==> config.mk <==
export PLATFORM = sky130hd
export DESIGN_NAME = per_source_token_bucket_limiter
export DESIGN_NICKNAME = d
export VERILOG_FILES = /design/src/pstb_pkg.sv /design/src/per_source_token_bucket_limiter.sv /design/src/pstb_ram.sv /design/src/pstb_scan.sv /design/src/pstb_bucket.sv
export VERILOG_INCLUDE_DIRS = /design/src /design/src/src
export SDC_FILE = /design/constraint.sdc
export NUM_CORES = 2
export LEC_CHECK = 0
export ABC_AREA = 1
export BUFFER_PORTS_ARGS = -buffer_cell sky130_fd_sc_hd__buf_2
export CAP_MARGIN = 20
export CORE_MARGIN = 8
export CORE_UTILIZATION = 32
export CTS_CLUSTER_SIZE = 25
export DETAILED_ROUTE_END_ITERATION = 6
export HOLD_SLACK_MARGIN = 0.12
export PLACE_DENSITY = 0.47
export SLEW_MARGIN = 25
export SYNTH_ARGS = -nofsm -noshare
export SYNTH_HDL_FRONTEND = slang
export SYNTH_SLANG_ARGS = --single-unit
==> constraint.sdc <==
create_clock -name clk -period 18.4 [get_ports clk]
set_input_delay 4.6 -clock clk [delete_from_list [all_inputs] [get_ports clk]]
set_output_delay 4.6 -clock clk [all_outputs]
set_load 0.02 [all_outputs]
==> src/per_source_token_bucket_limiter_defines.svh <==
// ----------------------------------------------------------------------------
// per_source_token_bucket_limiter_defines
// Assertion macros shared by the limiter RTL. They expect clk and rst_n in
// the scope where they are used.
// ----------------------------------------------------------------------------
`ifndef PER_SOURCE_TOKEN_BUCKET_LIMITER_DEFINES_SVH
`define PER_SOURCE_TOKEN_BUCKET_LIMITER_DEFINES_SVH

// Same-cycle implication.
`define PSTB_ASSERT_NOW(lbl, ante, cons, msg) \
    lbl: assert property (@(posedge clk) disable iff (!rst_n) (ante) |-> (cons)) \
        else $error(msg);

// Next-cycle implication.
`define PSTB_ASSERT_NEXT(lbl, ante, cons, msg) \
    lbl: assert property (@(posedge clk) disable iff (!rst_n) (ante) |=> (cons)) \
        else $error(msg);

`endif

==> src/pstb_pkg.sv <==
// ----------------------------------------------------------------------------
// pstb_pkg
// Types and constants shared by the per-source token bucket limiter.
// ----------------------------------------------------------------------------
`timescale 1ns / 1ps

package pstb_pkg;

    localparam int TABLE_ENTRIES_DEF = 16;

    localparam int ADDR_W = 32;
    localparam int TICK_W = 64;
    localparam int TOK_W  = 16;
    localparam int LU_W   = 32;
    localparam int RATE_W = 8;
    localparam int ADD_W  = TOK_W + RATE_W;

    localparam logic [RATE_W-1:0] RATE_RESET  = 8'd1;
    localparam logic [TOK_W-1:0]  BURST_RESET = 16'd10;

    // Register index, taken from paddr[2]
    typedef enum logic
    {
        REG_REFILL_RATE = 1'b0,
        REG_BURST_LIMIT = 1'b1
    } reg_index_t;

    typedef struct packed
    {
        logic [ADDR_W-1:0] key;
        logic [TICK_W-1:0] refill_tick;
        logic [TOK_W-1:0]  tokens;
        logic [LU_W-1:0]   last_use;
    } entry_t;

    localparam int ENTRY_W = $bits(entry_t);

    typedef struct packed
    {
        logic              allowed;
        logic [TOK_W-1:0]  tokens;
        logic [TICK_W-1:0] refill_tick;
    } bucket_result_t;

endpackage

==> src/per_source_token_bucket_limiter.sv <==
// A packet word carries a source address and the current tick; one result
// word says whether the packet may pass. The key table sits in one RAM with
// a single read port, so the scan reads one entry per cycle, then the chosen
// slot is read again, refilled and written back. Address zero skips the scan
// and goes straight to the result. The input is not ready while a word is in
// work or a finished result cannot yet be handed off. The table is empty
// after reset at once, tracked by one valid flop per entry.
// ----------------------------------------------------------------------------
// per_source_token_bucket_limiter
// Per-source token bucket rate limiter with LRU replacement.
// ----------------------------------------------------------------------------
`timescale 1ns / 1ps
`include "per_source_token_bucket_limiter_defines.svh"

module per_source_token_bucket_limiter
    import pstb_pkg::*;
#(
    parameter int TABLE_ENTRIES = TABLE_ENTRIES_DEF
) (
    input  logic         clk,
    input  logic         rst_n,
    // stream in
    input  logic         s_tvalid,
    output logic         s_tready,
    input  logic [95:0]  s_tdata,   // [31:0] source_address, [95:32] now_tick
    // stream out
    output logic         m_tvalid,
    input  logic         m_tready,
    output logic [7:0]   m_tdata,   // [0] allowed, [7:1] zero
    // configuration
    input  logic         psel,
    input  logic         penable,
    input  logic         pwrite,
    input  logic [2:0]   paddr,
    input  logic [31:0]  pwdata,
    output logic [31:0]  prdata,
    output logic         pready
);

    localparam int IW = $clog2(TABLE_ENTRIES);

    typedef enum logic [2:0]
    {
        ST_IDLE,
        ST_SCAN,
        ST_SCAN_LAST,
        ST_READ,
        ST_CALC1,
        ST_CALC2,
        ST_DONE
    } state_t;

    state_t              state_reg,   state_next;
    logic [IW-1:0]       issue_reg,   issue_next;
    logic                cmp_en_reg,  cmp_en_next;
    logic [IW-1:0]       cmp_idx_reg, cmp_idx_next;
    logic [ADDR_W-1:0]   addr_reg,    addr_next;
    logic [TICK_W-1:0]   now_reg,     now_next;
    logic                hit_reg,     hit_next;
    logic [IW-1:0]       slot_reg,    slot_next;
    logic                allowed_reg, allowed_next;
    logic                out_valid_reg, out_valid_next;
    logic                out_allowed_reg, out_allowed_next;
    logic [RATE_W-1:0]   rate_reg;
    logic [TOK_W-1:0]    burst_reg;
    logic [TABLE_ENTRIES-1:0] valid_reg;
    logic                rd_valid_reg;

    logic                in_accept;
    logic                cfg_write;
    logic [IW-1:0]       rd_addr;
    logic [ENTRY_W-1:0]  rd_raw;
    entry_t              rd_entry;
    entry_t              wr_entry;
    logic                wr_en;
    logic                scan_clear;
    logic                scan_hit;
    logic [IW-1:0]       scan_slot;
    logic                bucket_load;
    logic [TOK_W-1:0]    base_tokens;
    logic [TICK_W-1:0]   base_tick;
    bucket_result_t      bucket_res;

    assign in_accept = s_tvalid && s_tready;
    assign s_tready  = (state_reg == ST_IDLE);
    assign m_tvalid  = out_valid_reg;
    assign m_tdata   = {7'b0, out_allowed_reg};

    // ------------------------------------------------------------------
    // Configuration
    // ------------------------------------------------------------------
    assign pready    = 1'b1;
    assign cfg_write = psel && penable && pwrite && pready;

    always_ff @(posedge clk or negedge rst_n)
    begin
        if (!rst_n)
        begin
            rate_reg  <= RATE_RESET;
            burst_reg <= BURST_RESET;
        end
        else if (cfg_write)
        begin
            case (reg_index_t'(paddr[2]))
                REG_REFILL_RATE: rate_reg  <= pwdata[RATE_W-1:0];
                REG_BURST_LIMIT: burst_reg <= pwdata[TOK_W-1:0];
                default:         rate_reg  <= rate_reg;
            endcase
        end
    end

    always_comb
    begin
        case (reg_index_t'(paddr[2]))
            REG_REFILL_RATE: prdata = {{(32 - RATE_W){1'b0}}, rate_reg};
            REG_BURST_LIMIT: prdata = {{(32 - TOK_W){1'b0}}, burst_reg};
            default:         prdata = '0;
        endcase
    end

    // ------------------------------------------------------------------
    // Table storage
    // ------------------------------------------------------------------
    assign rd_addr = (state_reg == ST_SCAN) ? issue_reg : scan_slot;
    assign wr_en   = (state_reg == ST_CALC2);

    always_comb
    begin
        wr_entry.key         = addr_reg;
        wr_entry.refill_tick = bucket_res.refill_tick;
        wr_entry.tokens      = bucket_res.tokens;
        wr_entry.last_use    = now_reg[LU_W-1:0];
    end

    pstb_ram #(
        .WIDTH (ENTRY_W),
        .DEPTH (TABLE_ENTRIES)
    ) u_table (
        .clk     (clk),
        .wr_en   (wr_en),
        .wr_addr (slot_reg),
        .wr_data (wr_entry),
        .rd_addr (rd_addr),
        .rd_data (rd_raw)
    );

    // Entries never written read as free
    always_ff @(posedge clk or negedge rst_n)
    begin
        if (!rst_n)
        begin
            valid_reg    <= '0;
            rd_valid_reg <= 1'b0;
        end
        else
        begin
            rd_valid_reg <= valid_reg[rd_addr];
            if (wr_en)
            begin
                valid_reg[slot_reg] <= 1'b1;
            end
        end
    end

    assign rd_entry = rd_valid_reg ? entry_t'(rd_raw) : '0;

    // ------------------------------------------------------------------
    // Scan and bucket units
    // ------------------------------------------------------------------
    assign scan_clear = in_accept;

    pstb_scan #(
        .TABLE_ENTRIES (TABLE_ENTRIES)
    ) u_scan (
        .clk      (clk),
        .rst_n    (rst_n),
        .clear    (scan_clear),
        .cmp_en   (cmp_en_reg),
        .cmp_idx  (cmp_idx_reg),
        .key      (rd_entry.key),
        .last_use (rd_entry.last_use),
        .addr     (addr_reg),
        .hit      (scan_hit),
        .slot     (scan_slot)
    );

    // A new entry starts full with its refill tick at now
    assign bucket_load = (state_reg == ST_CALC1);
    assign base_tokens = hit_reg ? rd_entry.tokens : burst_reg;
    assign base_tick   = hit_reg ? rd_entry.refill_tick : now_reg;

    pstb_bucket u_bucket (
        .clk         (clk),
        .rst_n       (rst_n),
        .load        (bucket_load),
        .base_tokens (base_tokens),
        .base_tick   (base_tick),
        .now_tick    (now_reg),
        .refill_rate (rate_reg),
        .burst_limit (burst_reg),
        .result      (bucket_res)
    );

    // ------------------------------------------------------------------
    // Sequencer
    // ------------------------------------------------------------------
    always_comb
    begin
        state_next       = state_reg;
        issue_next       = issue_reg;
        cmp_en_next      = (state_reg == ST_SCAN);
        cmp_idx_next     = issue_reg;
        addr_next        = addr_reg;
        now_next         = now_reg;
        hit_next         = hit_reg;
        slot_next        = slot_reg;
        allowed_next     = allowed_reg;
        out_valid_next   = out_valid_reg;
        out_allowed_next = out_allowed_reg;

        if (out_valid_reg && m_tready)
        begin
            out_valid_next = 1'b0;
        end

        case (state_reg)
            ST_IDLE:
            begin
                if (in_accept)
                begin
                    addr_next  = s_tdata[ADDR_W-1:0];
                    now_next   = s_tdata[ADDR_W +: TICK_W];
                    issue_next = '0;
                    if (s_tdata[ADDR_W-1:0] == '0)
                    begin
                        // Zero address: deny, touch nothing
                        allowed_next = 1'b0;
                        state_next   = ST_DONE;
                    end
                    else
                    begin
                        state_next = ST_SCAN;
                    end
                end
            end
            ST_SCAN:
            begin
                issue_next = issue_reg + IW'(1);
                if (issue_reg == IW'(TABLE_ENTRIES - 1))
                begin
                    state_next = ST_SCAN_LAST;
                end
            end
            ST_SCAN_LAST:
            begin
                state_next = ST_READ;
            end
            ST_READ:
            begin
                hit_next   = scan_hit;
                slot_next  = scan_slot;
                state_next = ST_CALC1;
            end
            ST_CALC1:
            begin
                state_next = ST_CALC2;
            end
            ST_CALC2:
            begin
                allowed_next = bucket_res.allowed;
                state_next   = ST_DONE;
            end
            ST_DONE:
            begin
                // Hold until the output register is free
                if (!out_valid_reg || m_tready)
                begin
                    out_valid_next   = 1'b1;
                    out_allowed_next = allowed_reg;
                    state_next       = ST_IDLE;
                end
            end
            default:
            begin
                state_next = ST_IDLE;
            end
        endcase
    end

    always_ff @(posedge clk or negedge rst_n)
    begin
        if (!rst_n)
        begin
            state_reg       <= ST_IDLE;
            issue_reg       <= '0;
            cmp_en_reg      <= 1'b0;
            cmp_idx_reg     <= '0;
            addr_reg        <= '0;
            now_reg         <= '0;
            hit_reg         <= 1'b0;
            slot_reg        <= '0;
            allowed_reg     <= 1'b0;
            out_valid_reg   <= 1'b0;
            out_allowed_reg <= 1'b0;
        end
        else
        begin
            state_reg       <= state_next;
            issue_reg       <= issue_next;
            cmp_en_reg      <= cmp_en_next;
            cmp_idx_reg     <= cmp_idx_next;
            addr_reg        <= addr_next;
            now_reg         <= now_next;
            hit_reg         <= hit_next;
            slot_reg        <= slot_next;
            allowed_reg     <= allowed_next;
            out_valid_reg   <= out_valid_next;
            out_allowed_reg <= out_allowed_next;
        end
    end

    // ------------------------------------------------------------------
    // Assertions
    // ------------------------------------------------------------------
    `PSTB_ASSERT_NEXT(a_busy_after_accept, in_accept, !s_tready, "ready after accept")
    `PSTB_ASSERT_NEXT(a_zero_addr_denied,
        in_accept && s_tdata[ADDR_W-1:0] == '0,
        state_reg == ST_DONE && !allowed_reg, "zero address not denied")
    `PSTB_ASSERT_NOW(a_result_from_done,
        $rose(m_tvalid), $past(state_reg == ST_DONE), "result outside done")
    `PSTB_ASSERT_NOW(a_write_not_scanning,
        wr_en, !cmp_en_reg && state_reg != ST_SCAN, "table write during scan")

endmodule

==> src/pstb_ram.sv <==
// ----------------------------------------------------------------------------
// pstb_ram
// Generic single-write, single-read RAM with registered read data.
// ----------------------------------------------------------------------------
`timescale 1ns / 1ps

module pstb_ram #(
    parameter int WIDTH = 8,
    parameter int DEPTH = 16
) (
    input  logic                     clk,
    input  logic                     wr_en,
    input  logic [$clog2(DEPTH)-1:0] wr_addr,
    input  logic [WIDTH-1:0]         wr_data,
    input  logic [$clog2(DEPTH)-1:0] rd_addr,
    output logic [WIDTH-1:0]         rd_data
);

    logic [WIDTH-1:0] mem [DEPTH];

    always_ff @(posedge clk)
    begin
        if (wr_en)
        begin
            mem[wr_addr] <= wr_data;
        end
        rd_data <= mem[rd_addr];
    end

endmodule

==> src/pstb_scan.sv <==
// ----------------------------------------------------------------------------
// pstb_scan
// Shared compare unit for the table scan: finds the matching key, the first
// free slot and the least recently used entry, one entry per cycle.
// ----------------------------------------------------------------------------
`timescale 1ns / 1ps

module pstb_scan
    import pstb_pkg::*;
#(
    parameter int TABLE_ENTRIES = TABLE_ENTRIES_DEF
) (
    input  logic                             clk,
    input  logic                             rst_n,
    input  logic                             clear,
    input  logic                             cmp_en,
    input  logic [$clog2(TABLE_ENTRIES)-1:0] cmp_idx,
    input  logic [ADDR_W-1:0]                key,
    input  logic [LU_W-1:0]                  last_use,
    input  logic [ADDR_W-1:0]                addr,
    output logic                             hit,
    output logic [$clog2(TABLE_ENTRIES)-1:0] slot
);

    localparam int IW = $clog2(TABLE_ENTRIES);

    logic          hit_reg,      hit_next;
    logic [IW-1:0] hit_idx_reg,  hit_idx_next;
    logic          free_reg,     free_next;
    logic [IW-1:0] free_idx_reg, free_idx_next;
    logic [LU_W-1:0] oldest_reg, oldest_next;
    logic [IW-1:0] victim_reg,   victim_next;
    logic [LU_W-1:0] age_diff;

    assign age_diff = last_use - oldest_reg;

    always_comb
    begin
        hit_next      = hit_reg;
        hit_idx_next  = hit_idx_reg;
        free_next     = free_reg;
        free_idx_next = free_idx_reg;
        oldest_next   = oldest_reg;
        victim_next   = victim_reg;
        if (clear)
        begin
            hit_next  = 1'b0;
            free_next = 1'b0;
        end
        else if (cmp_en)
        begin
            if (key == addr)
            begin
                hit_next     = 1'b1;
                hit_idx_next = cmp_idx;
            end
            if (!free_reg && key == '0)
            begin
                free_next     = 1'b1;
                free_idx_next = cmp_idx;
            end
            // Entry zero seeds the age search; later entries win only if strictly older
            if (cmp_idx == '0 || age_diff[LU_W-1])
            begin
                oldest_next = last_use;
                victim_next = cmp_idx;
            end
        end
    end

    always_ff @(posedge clk or negedge rst_n)
    begin
        if (!rst_n)
        begin
            hit_reg      <= 1'b0;
            hit_idx_reg  <= '0;
            free_reg     <= 1'b0;
            free_idx_reg <= '0;
            oldest_reg   <= '0;
            victim_reg   <= '0;
        end
        else
        begin
            hit_reg      <= hit_next;
            hit_idx_reg  <= hit_idx_next;
            free_reg     <= free_next;
            free_idx_reg <= free_idx_next;
            oldest_reg   <= oldest_next;
            victim_reg   <= victim_next;
        end
    end

    assign hit  = hit_reg;
    assign slot = hit_reg ? hit_idx_reg : (free_reg ? free_idx_reg : victim_reg);

endmodule

==> src/pstb_bucket.sv <==
// ----------------------------------------------------------------------------
// pstb_bucket
// Two-stage bucket update: refill amount, then cap and token consume.
// ----------------------------------------------------------------------------
`timescale 1ns / 1ps

module pstb_bucket
    import pstb_pkg::*;
(
    input  logic                clk,
    input  logic                rst_n,
    input  logic                load,
    input  logic [TOK_W-1:0]    base_tokens,
    input  logic [TICK_W-1:0]   base_tick,
    input  logic [TICK_W-1:0]   now_tick,
    input  logic [RATE_W-1:0]   refill_rate,
    input  logic [TOK_W-1:0]    burst_limit,
    output bucket_result_t      result
);

    logic [TICK_W-1:0] elapsed;
    logic [ADD_W-1:0]  add_calc;
    logic [TOK_W-1:0]  tok_reg;
    logic [TICK_W-1:0] tick_reg;
    logic              elapsed_nz_reg;
    logic [ADD_W-1:0]  add_reg;
    logic [ADD_W:0]    sum;
    logic [TOK_W-1:0]  capped;
    logic [TOK_W-1:0]  refilled;

    assign elapsed = now_tick - base_tick;

    always_comb
    begin
        if (refill_rate == '0)
        begin
            add_calc = '0;
        end
        else if (|elapsed[TICK_W-1:TOK_W])
        begin
            // Saturate: one full bucket range is always enough
            add_calc = ADD_W'(1) << TOK_W;
        end
        else
        begin
            add_calc = elapsed[TOK_W-1:0] * refill_rate;
        end
    end

    always_ff @(posedge clk or negedge rst_n)
    begin
        if (!rst_n)
        begin
            tok_reg        <= '0;
            tick_reg       <= '0;
            elapsed_nz_reg <= 1'b0;
            add_reg        <= '0;
        end
        else if (load)
        begin
            tok_reg        <= base_tokens;
            tick_reg       <= base_tick;
            elapsed_nz_reg <= |elapsed;
            add_reg        <= add_calc;
        end
    end

    assign sum      = {{(ADD_W + 1 - TOK_W){1'b0}}, tok_reg} + {1'b0, add_reg};
    assign capped   = (sum > {{(ADD_W + 1 - TOK_W){1'b0}}, burst_limit}) ? burst_limit
                                                                         : sum[TOK_W-1:0];
    assign refilled = elapsed_nz_reg ? capped : tok_reg;

    always_comb
    begin
        result.allowed     = (refilled != '0);
        result.tokens      = (refilled != '0) ? refilled - TOK_W'(1) : refilled;
        result.refill_tick = elapsed_nz_reg ? now_tick : tick_reg;
    end

endmodule
==> impl_metrics.yaml <==
yosys:
  yosys_warnings: 0
  synth.most_common_cell: "edfxtp_1"
  synth_area_mm2: 0.118
  ys_seq_area_frac: 0.673
  netlist_top_cells_area: "edfxtp_1 (58%), o21ai_0 (7.2%), dfrtp_1 (6.4%), nor2_1 (5.3%), nand2_1 (4.0%)"
  ys_top_cells_by_count: "edfxtp_1 (2304), o21ai_0 (1716), nor2_1 (1679)"
  synth.distinct_cells: 68
  netlist_instances: 10500
  synth_enable_flop_cells: 2304
  yosysTopAreaCell: "edfxtp_1"
  async_reset_ff_frac: 0.112
  avgSynthCellArea_um2: 11.3
  yosys_most_used_dff: "edfxtp_1"
  ys_ff_latch: 2756
  synth_top_area_share: 0.584
timing:
  fin_crit_sh: 0.541
  final.setup.worst_slack_ps: 8450
  report.final.slew_viol_count: 0
  finalSetupViolCount: 0
  clock.fmax_ghz: 0.100
  worst_slew_pin_slew_ps: 1070
  maxSlewHeadroom: 0.284
  finalHoldViolCount: 0
  min_period_ps: 9950
  finClkSkew_ps: 48.2
  rsz0062_at_grt: "no"
  setup_tns_ps: 0
grt:
  grt_util_all_layers: 0.191
  antenna_found_initial: 15
  grt_pass1_vias: 81600
  overflow: 0
  grt_max_degree: 181
  grt_pass1_wl_mm: 562
cts:
  cts_tree: "done"
  postCtsResizedCells: 0
  worst_skew_pair.late_latency_ps: 920
  postCtsSetupBuffers: 0
  holdBufCountCts: 0
  clk_path_buf_depth: 4
  cts_made_buffers: 305
  clock_sinks: 2756
  cts_max_level: 5
  clk_pin_slew_ps: 60
  cts.root.buffer_cell: "clkbuf_16"
floorplanning:
  die_width_um: 624
  io_pins: 181
  fp-row-count: 223
  die_y_um: 624
  initial_core_util: 0.321
  core_mm2: 0.369
  design.die.area_mm2: 0.390
worst_setup_path:
  arrival_ps: 5350
  path_max_fanout: 26
  required_ps: 13800
  endpoint_kind: "output port"
  start_kind: "primary input"
  path_class: "in2out"
status:
  outcome: "finished clean"
layout:
  top_regs: "u_table.mem x2304, u_table.rd_data x144"
  n_fill_cell: 36000
  largest_reg_flops: 2304
  area_growth_pct: 13.8
  drive_gt1_frac: 0.0891
  fin_util: 0.366
  top_register: "u_table.mem"
  nNetsFinal: 10900
detailed_routing:
  vias_per_cell: 5.24
  wl_mm: 387
  wl_per_cell_um: 24.7
  drt_iter0_drc: 6762
  drt-pass1-iter-count: 5
  antenna_left: 0
  drc: 0
  detailroute.via_count: 82300
worst_hold_path:
  min_path_type: "reg2reg"
flow_run:
  maxCapViolations: 0
place:
  numPortBuffers: 138
  pre_cts_ws_ps: 8450
  place_congestion: 0.894
  dp.final_hpwl_mm: 220
[placed cells by master (no fill, tap or decap), drive strengths merged, types with 24 or more instances in the layout]
cell type	Yosys	final
nor4	25	25
conb	2	24
nor2	1707	1707
inv	621	636
buf	105	315
a22o	49	49
o221ai	136	136
nand2	1307	1307
clkbuf	519	419
o211ai	78	78
dfrtp	305	305
nand3	177	177
clkinv	4	107
o21ai	1724	1724
nand4	54	54
edfxtp	2304	2304
fa	85	85
nor3	26	26
xor2	58	58
a21oi	199	199
xnor2	25	25
o22ai	541	541
dfxtp	144	144
ha	168	168
[worst max-delay path, cell delays in order]
cell and delay (ps):
buf_2 340, nand2_1 90, o21ai_0 110, buf_2 210
[layout make-up]
type                       count  area (µm²)  area share
timing repair buffer         315        2260      0.0168
inverter                     625        2400      0.0178
sequential                  2756       79800       0.592
multi-input combinational   6493       34100       0.253
tap                         4950        6190      0.0459
antenna                        7        17.5    0.000130
clock inverter               149        1600      0.0119
clock buffer                 419        8460      0.0627
[through the flow]
stage               hold WS (ps)  area (µm²)  instances
global route                 465      135000      15700
global placement             429      125000      15100
detailed placement           438      125000      15100
floorplan                    399      119000      10500
CTS                          444      135000      15700
finish                       445      135000      15700
[path summary, 6_finish.rpt]
| kind | from | end | slack (ps) | cells past startpoint |
|---|---|---|---|---|
| setup / recovery | paddr[2] | prdata[0] | 8450 | 4 |
| max in group asynchronous | rst_n | addr_reg[11] | 13120 | 2 |
| hold reg to reg | cmp_idx_next[3] | cmp_idx_reg[3] | 440 | 0 |
| hold / removal | cmp_idx_next[3] | cmp_idx_reg[3] | 440 | 0 |
| min in group asynchronous | rst_n | burst_reg[9] | 3740 | 1 |
| setup reg to reg | rd_valid_reg | u_bucket.add_reg[21] | 9700 | 34 |
[cell families (layout without fill, tap and decap cells)]
family,count (synthesis),after routing,synth area share
adders and majority gates,253,253,0.0321
buffers and inverters,1249,1508,0.0413
other,2,31,0.0000634
xor gates and xnor gates,83,83,0.00614
and+or+nand+nor,3341,3341,0.114
AOI/OAI and AO/OA,2792,2792,0.133
DFF,2756,2756,0.673
[metal layers]
metal,part of all wire,global-route usage,vias up,routed length [µm]
li1,-,-,37300,-
met1,0.45,0.264,42300,175000
met2,0.47,0.318,2212,183000
met3,0.048,0.0218,495,18600
met4,0.027,0.0512,0,10400
met5,0,0,-,0
Power is left out: the tool's default activity adds up to more than one toggle a clock period on the data nets, which glitch-free logic cannot reach.
